**src/hw/rtl/sm4_pkg.sv**
```systemverilog
// SM4 shared types, constants and round functions.
// Used by the key expander and the top-level data pipeline; no dependencies.
package sm4_pkg;

    localparam int BLOCK_W = 128;
    localparam int WORD_W  = 32;
    localparam int CNT_W   = 5;
    localparam int TDATA_IN_W = 136;

    typedef logic [WORD_W-1:0]  word_t;
    typedef logic [BLOCK_W-1:0] block_t;

    // APB register indexes (paddr[4:3])
    localparam logic [1:0] REG_KEY_HIGH     = 2'd0;
    localparam logic [1:0] REG_KEY_LOW      = 2'd1;
    localparam logic [1:0] REG_DECRYPT_MODE = 2'd2;

    localparam word_t FK0 = 32'ha3b1bac6;
    localparam word_t FK1 = 32'h56aa3350;
    localparam word_t FK2 = 32'h677d9197;
    localparam word_t FK3 = 32'hb27022dc;

    localparam logic [7:0] SBOX [256] = '{
        8'hd6,8'h90,8'he9,8'hfe,8'hcc,8'he1,8'h3d,8'hb7,8'h16,8'hb6,8'h14,8'hc2,8'h28,8'hfb,8'h2c,8'h05,
        8'h2b,8'h67,8'h9a,8'h76,8'h2a,8'hbe,8'h04,8'hc3,8'haa,8'h44,8'h13,8'h26,8'h49,8'h86,8'h06,8'h99,
        8'h9c,8'h42,8'h50,8'hf4,8'h91,8'hef,8'h98,8'h7a,8'h33,8'h54,8'h0b,8'h43,8'hed,8'hcf,8'hac,8'h62,
        8'he4,8'hb3,8'h1c,8'ha9,8'hc9,8'h08,8'he8,8'h95,8'h80,8'hdf,8'h94,8'hfa,8'h75,8'h8f,8'h3f,8'ha6,
        8'h47,8'h07,8'ha7,8'hfc,8'hf3,8'h73,8'h17,8'hba,8'h83,8'h59,8'h3c,8'h19,8'he6,8'h85,8'h4f,8'ha8,
        8'h68,8'h6b,8'h81,8'hb2,8'h71,8'h64,8'hda,8'h8b,8'hf8,8'heb,8'h0f,8'h4b,8'h70,8'h56,8'h9d,8'h35,
        8'h1e,8'h24,8'h0e,8'h5e,8'h63,8'h58,8'hd1,8'ha2,8'h25,8'h22,8'h7c,8'h3b,8'h01,8'h21,8'h78,8'h87,
        8'hd4,8'h00,8'h46,8'h57,8'h9f,8'hd3,8'h27,8'h52,8'h4c,8'h36,8'h02,8'he7,8'ha0,8'hc4,8'hc8,8'h9e,
        8'hea,8'hbf,8'h8a,8'hd2,8'h40,8'hc7,8'h38,8'hb5,8'ha3,8'hf7,8'hf2,8'hce,8'hf9,8'h61,8'h15,8'ha1,
        8'he0,8'hae,8'h5d,8'ha4,8'h9b,8'h34,8'h1a,8'h55,8'had,8'h93,8'h32,8'h30,8'hf5,8'h8c,8'hb1,8'he3,
        8'h1d,8'hf6,8'he2,8'h2e,8'h82,8'h66,8'hca,8'h60,8'hc0,8'h29,8'h23,8'hab,8'h0d,8'h53,8'h4e,8'h6f,
        8'hd5,8'hdb,8'h37,8'h45,8'hde,8'hfd,8'h8e,8'h2f,8'h03,8'hff,8'h6a,8'h72,8'h6d,8'h6c,8'h5b,8'h51,
        8'h8d,8'h1b,8'haf,8'h92,8'hbb,8'hdd,8'hbc,8'h7f,8'h11,8'hd9,8'h5c,8'h41,8'h1f,8'h10,8'h5a,8'hd8,
        8'h0a,8'hc1,8'h31,8'h88,8'ha5,8'hcd,8'h7b,8'hbd,8'h2d,8'h74,8'hd0,8'h12,8'hb8,8'he5,8'hb4,8'hb0,
        8'h89,8'h69,8'h97,8'h4a,8'h0c,8'h96,8'h77,8'h7e,8'h65,8'hb9,8'hf1,8'h09,8'hc5,8'h6e,8'hc6,8'h84,
        8'h18,8'hf0,8'h7d,8'hec,8'h3a,8'hdc,8'h4d,8'h20,8'h79,8'hee,8'h5f,8'h3e,8'hd7,8'hcb,8'h39,8'h48
    };

    function automatic word_t sub_word(input word_t v);
        return {SBOX[v[31:24]], SBOX[v[23:16]], SBOX[v[15:8]], SBOX[v[7:0]]};
    endfunction

    function automatic word_t rotl(input word_t v, input int n);
        return (v << n) | (v >> (WORD_W - n));
    endfunction

    function automatic word_t t_key(input word_t v);
        word_t b;
        b = sub_word(v);
        return b ^ rotl(b, 13) ^ rotl(b, 23);
    endfunction

    function automatic word_t t_data(input word_t v);
        word_t b;
        b = sub_word(v);
        return b ^ rotl(b, 2) ^ rotl(b, 10) ^ rotl(b, 18) ^ rotl(b, 24);
    endfunction

    // CK byte j of word i is (4i + j) * 7 mod 256
    function automatic word_t ck_word(input logic [7:0] idx);
        word_t      w;
        logic [7:0] b;
        w = '0;
        for (int j = 0; j < 4; j++)
        begin
            b = 8'((idx << 2) + 8'(j));
            w = {w[23:0], 8'(b * 8'd7)};
        end
        return w;
    endfunction

    // One round on the window {X0, X1, X2, X3}, X0 in the top word
    function automatic block_t sm4_round(input block_t x, input word_t rk);
        word_t nx;
        nx = x[127:96] ^ t_data(x[95:64] ^ x[63:32] ^ x[31:0] ^ rk);
        return {x[95:0], nx};
    endfunction

endpackage

```
**src/hw/rtl/sm4_key_expand.sv**
```systemverilog
// SM4 key schedule: one round key per cycle into a register file.
// Depends on sm4_pkg for FK, CK, S-box and T'.
module sm4_key_expand
    import sm4_pkg::*;
#(
    parameter int ROUNDS = 32
)
(
    input  logic   clk,
    input  logic   rst_n,
    input  logic   restart,
    input  block_t key,
    output word_t  round_keys [ROUNDS],
    output logic   keys_ready
);

    localparam int CW = $clog2(ROUNDS);

    logic          pending_reg;
    logic          busy_reg;
    logic          ready_reg;
    logic [CW-1:0] cnt_reg;
    word_t         k_reg [4];
    word_t         rk_reg [ROUNDS];
    word_t         nk;

    assign nk = k_reg[0] ^ t_key(k_reg[1] ^ k_reg[2] ^ k_reg[3] ^ ck_word(8'(cnt_reg)));

    always_ff @(posedge clk or negedge rst_n)
    begin
        if (!rst_n)
        begin
            pending_reg <= 1'b1;
            busy_reg    <= 1'b0;
            ready_reg   <= 1'b0;
            cnt_reg     <= '0;
        end
        else if (restart)
        begin
            // key registers change this edge; load them next cycle
            pending_reg <= 1'b1;
            busy_reg    <= 1'b0;
            ready_reg   <= 1'b0;
        end
        else if (pending_reg)
        begin
            pending_reg <= 1'b0;
            busy_reg    <= 1'b1;
            cnt_reg     <= '0;
        end
        else if (busy_reg)
        begin
            cnt_reg <= cnt_reg + 1'b1;
            if (cnt_reg == CW'(ROUNDS - 1))
            begin
                busy_reg  <= 1'b0;
                ready_reg <= 1'b1;
            end
        end
    end

    always_ff @(posedge clk)
    begin
        if (pending_reg && !restart)
        begin
            k_reg[0] <= key[127:96] ^ FK0;
            k_reg[1] <= key[95:64]  ^ FK1;
            k_reg[2] <= key[63:32]  ^ FK2;
            k_reg[3] <= key[31:0]   ^ FK3;
        end
        else if (busy_reg && !restart)
        begin
            k_reg[0]        <= k_reg[1];
            k_reg[1]        <= k_reg[2];
            k_reg[2]        <= k_reg[3];
            k_reg[3]        <= nk;
            rk_reg[cnt_reg] <= nk;
        end
    end

    assign round_keys = rk_reg;
    assign keys_ready = ready_reg;

endmodule

```
**config.mk**
```make
export PLATFORM = sky130hd
export DESIGN_NAME = sm4_key_expand
export DESIGN_NICKNAME = d
export VERILOG_FILES = /design/src/hw/rtl/sm4_pkg.sv /design/src/hw/rtl/sm4_key_expand.sv
export SDC_FILE = /design/constraint.sdc
export NUM_CORES = 2
export LEC_CHECK = 0
export ABC_AREA = 1
export BUFFER_PORTS_ARGS = -buffer_cell sky130_fd_sc_hd__buf_2
export CORE_AREA = 2 2 456 458
export CTS_BUF_LIST = sky130_fd_sc_hd__clkbuf_16
export CTS_CLUSTER_DIAMETER = 150
export DETAILED_ROUTE_END_ITERATION = 7
export DIE_AREA = 0 0 458 460
export PLACE_DENSITY_LB_ADDON = 0.08
export SLEW_MARGIN = 10
export SYNTH_ARGS = -nofsm -noshare
export SYNTH_HDL_FRONTEND = slang
export SYNTH_SLANG_ARGS = --single-unit
```
**constraint.sdc**
```tcl
create_clock -name clk -period 11.15 [get_ports clk]
set_clock_uncertainty 0.1 [all_clocks]
set_input_delay 0.5575 -clock clk [delete_from_list [all_inputs] [get_ports clk]]
set_output_delay 0.5575 -clock clk [all_outputs]
set_load 0.005 [all_outputs]
```
==> qor.txt <==
Final hold vios - 0
Cell-by-cell trace of the critical path - fa_1 > ha_1 > xor2_1 > nand2_1 > nand2_1 > nand2_1 > nand2_2 > inv_1 > nor2_1 > a21oi_1 > nand3_1 > nand3_1 > nand2_2 > nand2_1 > nand2_1 > inv_1 > nand3_1 > and2_2
Overall power - 0.0275 W
FFs w/ async S/R, synth - 0.690%
Detailed Place HPWL - 220000 µm
DR vias/cell - 5.03
Cts repair resizes - 0
Rel. slew slack - 16.2%
Fin area - 67700 µm²
CTS tree - built
Syn Nets - 5366
H-tree Lvls - 4
Row count - 167
Number of flip-flops in the largest register - 1024
Final Core Density - 32.9%
Final Wtd Congestion - 0.969
RSZ-0062 raised after global routing - no
Routed wire length per instance - 33.0 µm
Initial antenna violation count - 24
Synth-to-Final Area Change - 27.1%
First-pass GRT wire length - 402000 µm
Clock Root Buffer - clkbuf_16
Register area share after synthesis - 65.3%
Achievable Freq - 149 MHz
Synthesized instance count - 5182
Yosys warning count - 0
Sequential cell area - 34800 µm²
Initial DRC Count - 5452
Worst Setup End Kind - register
Post-Syn Area - 53200 µm²
Vias in the first global route - 43695
Crit path DAT - 7040 ps
Die Y - 460 µm
Total GRT Usage - 27.9%
Max-Cap Viols - 0
Clock Tree Buf Depth - 3
Total negative slack - 0 ps
Post-Route WL - 306000 µm
Fin crit period - 6730 ps
Post-synth EDFFs - 1152
M2 GR Usage - 47.6%
DR DRC count - 0
CTS Sinks - 1160
Hold Buf Count CTS - 97
CP Max Fanout - 42
Hold Worst Slack - 57.2 ps
Multi-input logic area - 16500 µm²
Busiest grt layer - met2
Met3 usage - 4.45%
DR vias - 46580
Worst-Margin Slew - 1250 ps
Status - completed
CP required - 11460 ps
Final setup violation count - 0
Number of buffers created by CTS - 139
Starting Density - 25.8%
Worst-Skew Late Latency - 800 ps
Largest net degree at the start of global routing - 89
Port bufs - 1155
Post-DP Area - 62300 µm²
GR Layer Usage met1 - 35.0%
Hold Crit Class - input pin to register
Core Footprint - 206000 µm²
Antenna Nets Post-Route - 0
Die X - 458 µm
Ports - 1156
Clock-pin transition on the worst setup and hold timing paths - 60 ps
Worst path most repeated cell - nand2_1
CP max stage delay - 940 ps
Initial DRT Pass Iterations - 6
Max IR drop VDD - 0.000523 V
Family with the most delay on the worst path - simple AND/OR/NAND/NOR gates
Critical-path top delay cell - and2_2
CP Buf/Inv Count - 2
Avg Inst Size Synth - 10.3 µm²
Crit path kind - register to register
Pleak - 28.6 nW
Final slew viol count - 0
Startpoint Class - register
Yosys cell types - 46
Final #Nets - 6633
Power per cell area - 407 nW/µm²
Period utilization - 60.3%
Number of synthesized register bits - 1160
Total congestion overflow - 0
Layout fillers - 21433
Total die area - 211000 µm²
Commonest register cell after synthesis - edfxtp_1
Setup bufs post-CTS - 0
Layout cells sized above 1 - 25.4%
-- power breakdown --
part           total, W  switching [W]  internal [W]
clock network   0.00439        0.00198       0.00240
registers       0.00798      0.0000648       0.00792
logic            0.0152         0.0124       0.00271
-- worst register-to-register path, stage by stage (launching register included) --
cell and delay [ps]:
dfrtp_1 640, fa_1 540, ha_1 670, xor2_1 190, nand2_1 90, nand2_1 80, nand2_1 70, nand2_2 730
inv_1 880, nor2_1 400, a21oi_1 100, nand3_1 120, nand3_1 150, nand2_2 250, nand2_1 80, nand2_1 140
inv_1 60, nand3_1 80, and2_2 940
-- cells in the mapped netlist, types with 13 or more instances --
master	n	share of area, %
nand4_1	17	0.20
nand2_2	48	0.56
clkbuf_1	62	0.44
nor2_2	14	0.16
or2_2	16	0.19
inv_1	278	2.0
ha_1	46	1.1
nand2_1	1755	12
xnor2_1	22	0.36
o21ai_0	123	1.2
buf_6	16	0.34
nand3_1	1022	9.6
inv_2	43	0.30
o21ai_1	20	0.19
nand3_2	13	0.24
and2_1	26	0.31
nor2_1	216	1.5
a21oi_1	68	0.64
edfxtp_1	1152	65
buf_2	95	0.89
buf_4	29	0.41
-- logic make-up after synthesis --
family | Yosys count | synth area share [%]
buf+inv | 539 | 4.49
compound gates | 232 | 2.29
fa+ha+maj | 53 | 1.34
simple gates | 3158 | 25.7
xor+xnor | 40 | 0.778
flops | 1160 | 65.3
-- placed cells by master (no fill, tap or decap), types with 22 or more instances in the layout --
cell type      instances
and2_2                22
ha_1                  46
nand2_2               51
nor2_4                38
dlygate4sd3_1         97
nor2_1               183
a21oi_1               68
buf_2               1155
buf_4                 86
clkinv_1              37
nand3_1             1022
edfxtp_1            1152
nand2_1             1744
inv_1                311
clkbuf_16            139
o21ai_0              123
inv_2                 44
-- cell type report --
cell class | instances | area share [%]
flip-flops and latches | 1160 | 51.4
multi-input cells | 3483 | 24.3
repair buffers | 1338 | 10.9
clock buffers | 139 | 5.14
well taps | 2704 | 5.00
inverters | 327 | 1.82
clock inverters | 112 | 1.38
diodes | 4 | 0.0148
-- per-stage QoR --
| stage | setup slack (ps) | instances |
|---|---|---|
| 5_1_grt | 3990 | 9265 |
| 6_report | 4420 | 9267 |
| 3_5_place_dp | 4420 | 8915 |
| 2_1_floorplan | 6920 | 5182 |
| 3_3_place_gp | 4460 | 8915 |
| 4_1_cts | 4360 | 9263 |
-- per-layer routing --
layer	part of all wire (%)	wire, µm
met4	4.5	13700
met5	0.0075	23
met2	49	149000
met1	40	123000
met3	6.5	19800
-- final timing paths --
check                      slack (ps)    startpoint         endpoint  cells past startpoint
max                              4420    cnt_reg[2]  round_keys[649]                     18
min                                60       key[36]      k_reg[2][4]                      2
max reg2reg                      4420    cnt_reg[2]  round_keys[649]                     18
min reg2reg                       460  k_reg[2][14]     k_reg[1][14]                      2
max in group asynchronous       10480         rst_n      pending_reg                      2
min in group asynchronous         160         rst_n       keys_ready                      2
Note: power is estimated with default switching activity, not from simulation.
